[config.mk]
export PLATFORM = sky130hd
export DESIGN_NAME = sstc_div
export DESIGN_NICKNAME = d
export VERILOG_FILES = /design/src/hw/rtl/sstc_pkg.sv /design/src/hw/rtl/sstc_div.sv
export SDC_FILE = /design/constraint.sdc
export NUM_CORES = 1
export LEC_CHECK = 0
export ABC_AREA = 1
export BUFFER_PORTS_ARGS = -buffer_cell sky130_fd_sc_hd__buf_2
export CAP_MARGIN = 5
export CORE_MARGIN = 10
export CORE_UTILIZATION = 60
export DETAILED_ROUTE_END_ITERATION = 16
export GPL_ROUTABILITY_DRIVEN = 0
export GPL_TIMING_DRIVEN = 0
export PLACE_DENSITY_LB_ADDON = 0.2
export SKIP_CTS_REPAIR_TIMING = 1
export SLEW_MARGIN = 20
export SYNTH_ARGS = -nofsm -noshare
export SYNTH_HDL_FRONTEND = slang
export SYNTH_SLANG_ARGS = --single-unit
[constraint.sdc]
create_clock -name clk -period 8.05 [get_ports clk]
set_input_delay 0 -clock clk [delete_from_list [all_inputs] [get_ports clk]]
set_output_delay 0 -clock clk [all_outputs]
set_load 0.01 [all_outputs]
[src/hw/rtl/sstc_pkg.sv]
// ----------------------------------------------------------------------------
// sstc_pkg: shared types and constants for the series sine/cosine/tangent unit
// Holds the transaction structs, command and register codes, the sequencer
// state type and the default values of the top-level parameters.
// ----------------------------------------------------------------------------
package sstc_pkg;

  // Default parameter values.
  localparam int MAX_TERMS_DEF = 7;
  localparam int FRAC_BITS_DEF = 30;

  // pi scaled by 2^60, rounded down; rescaled to the working format at elaboration.
  localparam logic [63:0] PI_Q60 = 64'h3243F6A8885A308D;

  // Command codes.
  localparam logic [1:0] CMD_SIN = 2'd0;
  localparam logic [1:0] CMD_COS = 2'd1;
  localparam logic [1:0] CMD_TAN = 2'd2;

  // Configuration port.
  localparam int CFG_IDX_W  = 2;
  localparam int CFG_DATA_W = 31;
  localparam int LIMIT_W    = 31;
  localparam int COUNT_W    = 3;
  localparam logic [CFG_IDX_W-1:0] REG_TAN_POLE_LIMIT = 2'd0;
  localparam logic [CFG_IDX_W-1:0] REG_TERM_COUNT     = 2'd1;
  localparam logic [LIMIT_W-1:0]   LIMIT_RESET        = 31'd107;
  localparam logic [COUNT_W-1:0]   COUNT_RESET        = 3'd7;

  // Tangent quotient: 63 fraction-and-integer bits remain after the overflow check.
  localparam int DIV_STEPS = 63;

  typedef struct packed {
    logic [1:0]         command;
    logic signed [31:0] angle;
  } in_item_t;

  typedef struct packed {
    logic signed [63:0] value;
    logic               pole;
  } out_item_t;

  typedef enum logic [3:0] {
    ST_IDLE,
    ST_REDUCE,
    ST_SQ_GO,
    ST_SQ_WAIT,
    ST_INIT,
    ST_TA_GO,
    ST_TA_WAIT,
    ST_TB_GO,
    ST_TB_WAIT,
    ST_END,
    ST_TAN,
    ST_DIV_WAIT,
    ST_OUT
  } state_t;

endpackage

[src/hw/rtl/sstc_div.sv]
// ----------------------------------------------------------------------------
// sstc_div: serial restoring divider for the tangent quotient
// Computes floor(ns * 2^32 / nc) one bit per cycle, given that the quotient
// is known to stay below 2^63.
// ----------------------------------------------------------------------------
module sstc_div (
  input  logic        clk,
  input  logic        rst_n,
  input  logic        start,
  input  logic [63:0] ns,
  input  logic [63:0] nc,
  output logic        done,
  output logic [62:0] quotient
);

  localparam int CW = $clog2(sstc_pkg::DIV_STEPS);

  logic [63:0]   rem_r;
  logic [62:0]   dvd_r;
  logic [63:0]   nc_r;
  logic [62:0]   q_r;
  logic [CW-1:0] cnt_r;
  logic          run_r;
  logic          done_r;

  logic [64:0] rem_sh;
  logic [64:0] diff;
  logic        ge;

  always_comb begin
    rem_sh = {rem_r, dvd_r[62]};
    diff   = rem_sh - {1'b0, nc_r};
    ge     = rem_sh >= {1'b0, nc_r};
  end

  always_ff @(posedge clk) begin
    if (!rst_n) begin
      run_r  <= 1'b0;
      done_r <= 1'b0;
      cnt_r  <= '0;
    end else begin
      done_r <= 1'b0;
      if (start) begin
        // The top 33 dividend bits are already below the divisor.
        rem_r <= {31'd0, ns[63:31]};
        dvd_r <= {ns[30:0], 32'd0};
        nc_r  <= nc;
        cnt_r <= '0;
        run_r <= 1'b1;
      end else if (run_r) begin
        rem_r <= ge ? diff[63:0] : rem_sh[63:0];
        dvd_r <= {dvd_r[61:0], 1'b0};
        q_r   <= {q_r[61:0], ge};
        cnt_r <= cnt_r + CW'(1);
        if (cnt_r == CW'(sstc_pkg::DIV_STEPS - 1)) begin
          run_r  <= 1'b0;
          done_r <= 1'b1;
        end
      end
    end
  end

  assign done     = done_r;
  assign quotient = q_r;

endmodule

==> impl_results.md <==
- HP Class: in2reg
- Crit path DAT: roughly 3.4 ns
- First DRT Iteration DRCs: 1,556
- Clk sinks: 230
- Post-DP HPWL: 32,810 µm
- Critical path's most frequent cell: nand2_1
- DP Worst Slack: 5.103 ns
- IO Pins: around 200
- Clk_lat worst skew: 0.54 ns
- CTS Root Cell: clkbuf_16
- H-tree depth: 1
- Final setup viols: 0
- Post-Syn Nets: 2,203
- Critical path endpoint category: flip-flop
- Layout net count: between 2,000 and 3,000
- Clock buffer depth: 3
- Vias in the first global route: 13,283
- Final worst setup slack: 4.989 ns
- TritonRoute pass-1 iters: 6
- Period utilization: 38.03%
- CP Max Fanout: 5
- Syn-to-layout area delta: 23.52%
- CP Cell Sequence: ha_1, fa_1, o21ai_1, nand2_1, nand2_1, nand2_1, nand2_1, nand2_1, nand2_1, xor2_1, nand2_1, nand3_1, nand2_1
- TritonCTS buffer count: 24
- First-pass GRT wire length: 65,720 µm
- Synth unique cells: 37
- Largest net degree at the start of global routing: 57
- Core footprint: around 24,000 µm²
- Antenna diodes: 0
- Final hold vios: 0
- Post-Syn Area per Cell: 7.455 µm²
- Slew Viols, Final: 0
- Seq cells post-synth: 230
- Cell Area, Synth: approximately 15,000 µm²
- Initial Util: 61.28%
- Drt via density: about 5.3
- Die X: 177.8 µm
- Drt wl/cell: 16.97 µm
- PD cells: around 200 nW/µm²
- CP max stage cell: o21ai_1
- Unrepaired setup endpoints after global routing: no
- Number of port buffers: between 150 and 200
- CP max stage delay: 0.55 ns
- Synth Flop Type: edfxtp_1
- Row count: 57
- Initial antenna violation count: 0
- Global route total overflow: 0
- Die ar.: 31,630 µm²
- Critical path class: reg2reg
- Placed Cells incl. Taps: ~2,500
- Syn Inst Count: 2,005
- Delay-heaviest family, CP: simple AND/OR/NAND/NOR gates
- Die Ht: 177.8 µm
- GRT Total Usage: 25.92%
- Outcome: finished clean
- CTS tree: yes
- Startpoint types: flip-flop
- Yosys synthesis warning count: 0
- Sequential area share after synthesis: 45.67%
- Tmin final: 3.061 ns
- Crit path required time: roughly 8.4 ns
- Clock transition at path regs: ~0.070 ns
- Post-route ant nets: 0
- Fraction of registers with async set/reset: 0%
- Final setup skew: 0.02715 ns
- Wirelength, routed: 45,820 µm
- Layout cells sized above 1: 11.74%
- Slew @ Worst Pin: 0.8658 ns
- EDFF count, synth: 222
- FMAX: 326.7 MHz
- Drc violations: 0
- Crit path buf inv count: 0
- Max Cap Viol: 0
- Slew headroom: 42.28%
- Worst ir drop on vdd: 228.8 µV
- Setup TNS: 0 ns
- Leak: 9.441 nW
- Fin cells: roughly 2,700
- Via count: 14,299
layout by cell type, fill, tap and decap left out, types with 5 or more instances in the layout:
cell type and count:
a21oi_1 66, buf_2 201, buf_6 9, clkbuf_1 20, clkbuf_16 25, clkinv_1 6
clkinv_2 8, dfxtp_1 8, dlygate4sd3_1 129, edfxtp_1 222, ha_1 66, inv_1 405
inv_2 5, nand2_1 745, nand3_1 141, nand3b_1 17, nand4_1 8, nor2_1 155
nor2_2 8, nor3_1 10, o21ai_0 24, o21bai_1 24, xnor2_1 29, xor2_1 9
final cells by class:
| class | instances | area (µm²) |
|---|---|---|
| Sequential cell | 230 | 6827 |
| Buffer | 35 | 215.2 |
| Fill cell | 1871 | 5928 |
| Timing Repair Buffer | 327 | 2350 |
| Clock inverter | 15 | 102.6 |
| Multi-Input combinational cell | 1327 | 6370 |
| Clock buffer | 29 | 640.6 |
| Tap cell | 324 | 405.4 |
| Inverter | 413 | 1553 |
worst reg2reg max path: stages (launching register included):
cell and delay (ns):
edfxtp_1 0.38, ha_1 0.22, fa_1 0.44, o21ai_1 0.55, nand2_1 0.13, nand2_1 0.19, nand2_1 0.07, nand2_1 0.19
nand2_1 0.10, nand2_1 0.18, xor2_1 0.17, nand2_1 0.08, nand3_1 0.06, nand2_1 0.05
cell usage after synthesis (2+ instances only):
cell type | count | area share (%)
nor2_2 | 8 | 0.33
nand3b_1 | 17 | 0.85
nand3_1 | 141 | 4.7
xnor2_1 | 29 | 1.7
buf_6 | 9 | 0.68
dfxtp_1 | 8 | 1.1
buf_4 | 2 | 0.10
ha_1 | 66 | 5.5
and2_1 | 3 | 0.13
nand2_1 | 746 | 19
buf_2 | 7 | 0.23
clkinv_1 | 2 | 0.050
nand2_2 | 3 | 0.13
inv_1 | 406 | 10
o21ai_1 | 3 | 0.10
nand3_2 | 2 | 0.13
a21boi_0 | 2 | 0.10
nor3_2 | 2 | 0.13
nor3_1 | 10 | 0.33
xor2_1 | 9 | 0.53
o21ai_0 | 24 | 0.80
o21bai_1 | 24 | 1.2
nand4_1 | 8 | 0.33
inv_2 | 5 | 0.13
edfxtp_1 | 222 | 45
nor2_1 | 156 | 3.9
clkbuf_1 | 16 | 0.40
a21oi_1 | 66 | 2.2
stage by stage:
step / utilization (%) / hold WS [ns] / power, W / area, µm²
CTS: 70.40 / -0.3707 / 0.003694 / 17170
global route: 75.70 / 0.1131 / 0.003984 / 18460
finish: 75.70 / 0.06940 / 0.003779 / 18460
detailed placement: 67.35 / 0.1786 / 0.002631 / 16430
floorplan: - / 0.09887 / 0.002316 / 14950
global placement: 66.92 / 0.1772 / 0.002601 / 16320
metal layers:
metal	part of all wire (%)	GRT usage, %	wire [µm]	up-vias
met5	0	0	0	-
met4	4.3	9.899	1974	0
met3	11	5.461	5063	137
met2	45	40.21	20640	770
met1	40	35.03	18140	6449
li1	-	-	-	6943
logic make-up after synthesis:
group | share of synthesized area (%)
xor gates and xnor gates | 2.227
and+or+nand+nor | 30.10
buffers and inverters | 11.81
adders and majority gates | 5.659
DFF | 45.67
AOI/OAI and AO/OA | 4.529
sequential cells by signal, indices dropped and copies added, names as in the netlist:
signal / flops
cnt_r: 6
done: 1
dvd_r: 31
nc_r: 64
quotient: 63
rem_r: 64
run_r: 1
power by group:
part / switching, W / leakage (nW) / total, W / internal [W]
clock: 0.000466 / 0.373 / 0.00107 / 0.000600
combinational: 0.000797 / 6.95 / 0.00124 / 0.000441
sequential: 0.0000429 / 2.12 / 0.00148 / 0.00143
total: 0.00131 / 9.44 / 0.00378 / 0.00247
final timing paths:
check,depth (start not counted),end,from,slack [ns]
min reg2reg,0,quotient[17],quotient[16],0.45
min,4,cnt_r[4],start,0.07
max,13,rem_r[32],nc_r[0],4.99
max reg2reg,13,rem_r[32],nc_r[0],4.99
No activity file was read; power rests on OpenSTA's default activity.
