### config.mk
export PLATFORM = sky130hd
export DESIGN_NAME = sstc_mul
export DESIGN_NICKNAME = d
export VERILOG_FILES = /design/src/hw/rtl/sstc_pkg.sv /design/src/hw/rtl/sstc_mul.sv
export SDC_FILE = /design/constraint.sdc
export NUM_CORES = 2
export LEC_CHECK = 0
export BUFFER_PORTS_ARGS = -buffer_cell sky130_fd_sc_hd__clkbuf_2
export CAP_MARGIN = 10
export CORE_UTILIZATION = 45
export CTS_CLUSTER_SIZE = 25
export DETAILED_ROUTE_END_ITERATION = 6
export HOLD_SLACK_MARGIN = 0.08
export PLACE_DENSITY = 0.71
export SLEW_MARGIN = 40
export SYNTH_ARGS = -nofsm -noshare
export SYNTH_HDL_FRONTEND = slang
export SYNTH_SLANG_ARGS = --single-unit
### constraint.sdc
create_clock -name clk -period 19.55 [get_ports clk]
set_input_delay 2.9325 -clock clk [delete_from_list [all_inputs] [get_ports clk]]
set_output_delay 2.9325 -clock clk [all_outputs]
set_load 0.01 [all_outputs]
### src/hw/rtl/sstc_pkg.sv
// ----------------------------------------------------------------------------
// sstc_pkg: shared types and constants for the series sine/cosine/tangent unit
// Holds the transaction structs, command and register codes, the sequencer
// state type and the default values of the top-level parameters.
// ----------------------------------------------------------------------------
package sstc_pkg;

  // Default parameter values.
  localparam int MAX_TERMS_DEF = 7;
  localparam int FRAC_BITS_DEF = 30;

  // pi scaled by 2^60, rounded down; rescaled to the working format at elaboration.
  localparam logic [63:0] PI_Q60 = 64'h3243F6A8885A308D;

  // Command codes.
  localparam logic [1:0] CMD_SIN = 2'd0;
  localparam logic [1:0] CMD_COS = 2'd1;
  localparam logic [1:0] CMD_TAN = 2'd2;

  // Configuration port.
  localparam int CFG_IDX_W  = 2;
  localparam int CFG_DATA_W = 31;
  localparam int LIMIT_W    = 31;
  localparam int COUNT_W    = 3;
  localparam logic [CFG_IDX_W-1:0] REG_TAN_POLE_LIMIT = 2'd0;
  localparam logic [CFG_IDX_W-1:0] REG_TERM_COUNT     = 2'd1;
  localparam logic [LIMIT_W-1:0]   LIMIT_RESET        = 31'd107;
  localparam logic [COUNT_W-1:0]   COUNT_RESET        = 3'd7;

  // Tangent quotient: 63 fraction-and-integer bits remain after the overflow check.
  localparam int DIV_STEPS = 63;

  typedef struct packed {
    logic [1:0]         command;
    logic signed [31:0] angle;
  } in_item_t;

  typedef struct packed {
    logic signed [63:0] value;
    logic               pole;
  } out_item_t;

  typedef enum logic [3:0] {
    ST_IDLE,
    ST_REDUCE,
    ST_SQ_GO,
    ST_SQ_WAIT,
    ST_INIT,
    ST_TA_GO,
    ST_TA_WAIT,
    ST_TB_GO,
    ST_TB_WAIT,
    ST_END,
    ST_TAN,
    ST_DIV_WAIT,
    ST_OUT
  } state_t;

endpackage

### src/hw/rtl/sstc_mul.sv
// ----------------------------------------------------------------------------
// sstc_mul: iterative fixed-point multiplier
// Forms a rounded, saturated signed product from four 32x32 partial products,
// one per cycle, and presents it with a one-cycle done pulse.
// ----------------------------------------------------------------------------
module sstc_mul #(
  parameter int FRAC_BITS = sstc_pkg::FRAC_BITS_DEF
) (
  input  logic               clk,
  input  logic               rst_n,
  input  logic               start,
  input  logic signed [63:0] a,
  input  logic signed [63:0] b,
  output logic               done,
  output logic signed [63:0] result
);

  localparam logic [127:0] ROUND = 128'd1 << (FRAC_BITS - 1);

  logic [63:0]        amag_r, bmag_r;
  logic               neg_r;
  logic [127:0]       acc_r;
  logic [2:0]         cnt_r;
  logic               run_r;
  logic               done_r;
  logic signed [63:0] result_r;

  logic [31:0]  xs, ys;
  logic [63:0]  pp;
  logic [127:0] aligned;
  logic [63:0]  rnd;
  logic         sat;
  logic [63:0]  mag;
  logic [63:0]  res;

  always_comb begin
    xs = cnt_r[0] ? amag_r[63:32] : amag_r[31:0];
    ys = cnt_r[1] ? bmag_r[63:32] : bmag_r[31:0];
    pp = xs * ys;
    case (cnt_r[1:0])
      2'd0:    aligned = {64'd0, pp};
      2'd1:    aligned = {32'd0, pp, 32'd0};
      2'd2:    aligned = {32'd0, pp, 32'd0};
      default: aligned = {pp, 64'd0};
    endcase
  end

  // The rounding constant is preloaded, so only the final shift, clamp and sign restore remain.
  always_comb begin
    rnd = acc_r[FRAC_BITS +: 64];
    sat = |(acc_r >> (64 + FRAC_BITS));
    mag = (sat || rnd[63]) ? {1'b0, {63{1'b1}}} : rnd;
    res = neg_r ? (64'd0 - mag) : mag;
  end

  always_ff @(posedge clk) begin
    if (!rst_n) begin
      run_r  <= 1'b0;
      done_r <= 1'b0;
      cnt_r  <= 3'd0;
    end else begin
      done_r <= 1'b0;
      if (start) begin
        amag_r <= a[63] ? (64'd0 - a) : a;
        bmag_r <= b[63] ? (64'd0 - b) : b;
        neg_r  <= a[63] ^ b[63];
        acc_r  <= ROUND;
        cnt_r  <= 3'd0;
        run_r  <= 1'b1;
      end else if (run_r) begin
        if (cnt_r == 3'd4) begin
          result_r <= res;
          done_r   <= 1'b1;
          run_r    <= 1'b0;
        end else begin
          acc_r <= acc_r + aligned;
          cnt_r <= cnt_r + 3'd1;
        end
      end
    end
  end

  assign done   = done_r;
  assign result = result_r;

endmodule

==> results by group <==
Outcome
  • Status: finished, final reports clean

Clocking
  • CTS Hold Bufs: 0
  • # H-tree levels: 2
  • CTS tree: done
  • Max Root-Sink Buffers: 3
  • Sink Count: 326
  • Insertion delay of the later-clocked pin in the worst-skew pair: 0.63 ns
  • Total setup buffers inserted after CTS: 0
  • Clk pin slew, worst setup/hold paths: ~0.07 ns
  • Clk root buf: clkbuf_16
  • Cts bufs inserted: 38
  • Resize count post-CTS: 0

Final layout
  • Share of cells above drive strength 1: under 10%
  • # nets final: ~7800
  • Area Growth Syn to Fin: 7.660%

Die
  • Die area: 127600 um^2
  • FP Rows: around 130
  • Total core area: between 100000 and 150000 um^2
  • DIE HEIGHT: between 300 and 400 um
  • Initial Util: a little under half
  • I/O pins: 196
  • Die width: roughly 360 um

Yosys
  • Post-synth ARST share: 0%
  • Avg Synthesized Cell Area: between 8 and 9 um^2
  • Synth area leaders: fa_1, edfxtp_1, ha_1
  • Post-synthesis compound-gate area fraction: about 11%
  • Number of flops mapped to enable cells by yosys: ~320
  • Post-Synth Adder-Cell Area: about two fifths
  • Sequential area share after synthesis: about 17%
  • Post-Syn Area: approximately 57000 um^2
  • Simple-gate share of the synthesized area: 15.93%
  • Top_reg_cell synth: edfxtp_1
  • Synthesized instance count: 6369
  • Share of the synthesized area in the top cell type: roughly a third
  • Largest family of logic cells by synthesized area: adder cells
  • Flops & latches, synth: ~330
  • Synth unique cells: 73
  • Proportion of synthesized area in mux cells: ~2.5%
  • Largest area contributor in the netlist: fa_1
  • XOR/XNOR Fraction of Synth Area: between 4 and 5%
  • Post-synth net total: between 7000 and 8000
  • Ys Warns: 0

Timing
  • Final Setup Violations: 0
  • Clock Skews: 0.05613 ns
  • Worst slew pin tran: roughly 0.89 ns
  • Max Fclk: 72.41 MHz
  • Final Max Slew Viols: 0
  • Min Clock Period, post-route: around 14 ns
  • Hold_ws: roughly 0.56 ns
  • Final period utilization: 70.64%
  • Slew margin rel.: about 41%
  • Final Hold Vio Count: 0
  • RSZ-0062 raised after global routing: no
  • Total negative slack: 0 ns

Routing
  • Drt first pass iters: 7
  • Number of DRC markers in iteration 0: about 4900
  • DR WL/cell: 23.05 um
  • Final WL: ~190 mm
  • Antenna Nets Post-Route: 0
  • Via density: 5.913
  • Vias: between 40000 and 50000
  • # DRC: 0

Worst setup path
  • Worst path max stage delay: roughly 0.76 ns
  • R2R depth: 42
  • WP data required: approximately 20 ns
  • Crit path kind: register to register
  • Crit-path max FO: between 60 and 70
  • Setup crit end: acc_r[107]$_SDFFCE_PP0P_
  • Reg2reg end: acc_r[107]$_SDFFCE_PP0P_
  • Critical Path Source: cnt_r[0]$_SDFFE_PN0P_
  • Most common cell on crit path: fa_1
  • CP Capture Type: register
  • Slowest-stage cell, CP: mux2i_4
  • Launch point of the worst reg-to-reg path: cnt_r[0]$_SDFFE_PN0P_
  • Setup slack, reg-to-reg: between 5 and 6 ns
  • CP Launch Type: register
  • Worst EP arrival: around 14 ns

Worst hold path
  • Worst hold path cell count: 2
  • Min-delay worst type: register to register

GRT
  • Total Routing Usage GR: 29.22%
  • First-pass GRT wire length: between 200 and 300 mm
  • GR Overflow Total: 0
  • Initial antenna violation count: 6
  • Largest net degree at the start of global routing: 79
  • Vias in the first global route: about 48000

Run
  • Max-cap violations: 0

Place
  • Gpl congestion: between 1 and 1.5
  • DP HPWL: around 150 mm
  • Port Buffer Count: 195
==> how the worst min path moves through the flow <==
stage | startpoint | slack [ns] | endpoint
after global placement | cnt_r[2]$_SDFFE_PN0P_ | 0.52 | cnt_r[2]$_SDFFE_PN0P_
after CTS | cnt_r[2]$_SDFFE_PN0P_ | 0.56 | cnt_r[2]$_SDFFE_PN0P_
after floorplan | run_r$_SDFF_PN0_ | 0.45 | done$_SDFF_PP0_
after detailed placement | cnt_r[2]$_SDFFE_PN0P_ | 0.54 | cnt_r[2]$_SDFFE_PN0P_
after global routing | cnt_r[2]$_SDFFE_PN0P_ | 0.60 | cnt_r[2]$_SDFFE_PN0P_
final | cnt_r[2]$_SDFFE_PN0P_ | 0.56 | cnt_r[2]$_SDFFE_PN0P_
==> metal layers <==
metal  share of wire (%)  vias up  track usage (%)  wire length [um]
met3                  11      584            7.663             20930
met5               0.037        -           0.3704                68
met2                  44     2658            44.61             82310
met1                  38    23630            38.21             71530
li1                    -    20810                -                 -
met4                 6.0        2            14.99             11080
==> registers in the layout (all words and copies together), names as in the netlist <==
register  cells
acc_r       128
amag_r       64
bmag_r       64
cnt_r         3
done          1
neg_r         1
result       64
run_r         1
==> Yosys cell counts (86+ instances only) <==
cell type and count:
nand2_1 700, fa_1 897, ha_1 395, xor2_1 86
clkbuf_1 286, a21oi_1 259, a21o_1 110, inv_1 924
o21ai_0 251, nor2_1 907, xnor2_1 232, edfxtp_1 321
==> cell families (layout without fill, tap and decap cells) <==
logic type | count (synthesis) | after routing
flip-flops | 326 | 326
XOR/XNOR | 318 | 318
other | 0 | 8
AO/OA/AOI/OAI | 985 | 985
multiplexers | 131 | 131
AND/OR/NAND/NOR | 2087 | 2087
buffers and inverters | 1230 | 1281
adder cells (fa/ha/maj) | 1292 | 1292
==> area by class of cell <==
cell class	count	area (um^2)
Inverter	924	3468
Multi-Input combinational cell	4813	42730
Antenna cell	8	20.02
Sequential cell	326	9747
Fill cell	11530	63330
Tap cell	1637	2048
Timing Repair Buffer	292	1789
Clock buffer	39	954.7
Clock inverter	26	354.1
==> worst max-delay path, delay by kind of cell (launching register included) <==
kind	cells	cell delay, ns
compound gates	20	5.14
xor+xnor	1	0.34
flops	1	0.40
mux	2	1.12
simple gates	3	0.66
buf+inv	6	1.05
fa+ha+maj	10	4.74
==> cell usage in the layout (no fill, tap or decap), types with 79 or more instances in the layout <==
| cell type | count |
|---|---|
| fa_1 | 897 |
| a21o_1 | 110 |
| buf_4 | 86 |
| xnor2_1 | 229 |
| o21ai_0 | 251 |
| edfxtp_1 | 321 |
| ha_1 | 395 |
| xor2_1 | 81 |
| clkbuf_2 | 192 |
| a21oi_1 | 259 |
| nand4_1 | 79 |
| nor2_1 | 904 |
| nand2_1 | 698 |
| inv_1 | 924 |
==> through the flow <==
stage / setup WS (ns) / area [um^2] / cells / util (%)
after floorplan: 7.433 / 56760 / 6369 / -
after global placement: 5.801 / 59570 / 7984 / 47.87
after detailed placement: 6.050 / 59720 / 7989 / 47.99
after CTS: 5.957 / 61020 / 8054 / 49.04
after global routing: 5.296 / 61090 / 8058 / 49.09
final: 5.740 / 61110 / 8065 / 49.11
Power is left out: the tool's default activity adds up to more than one toggle a clock period on the data nets, which glitch-free logic cannot reach.
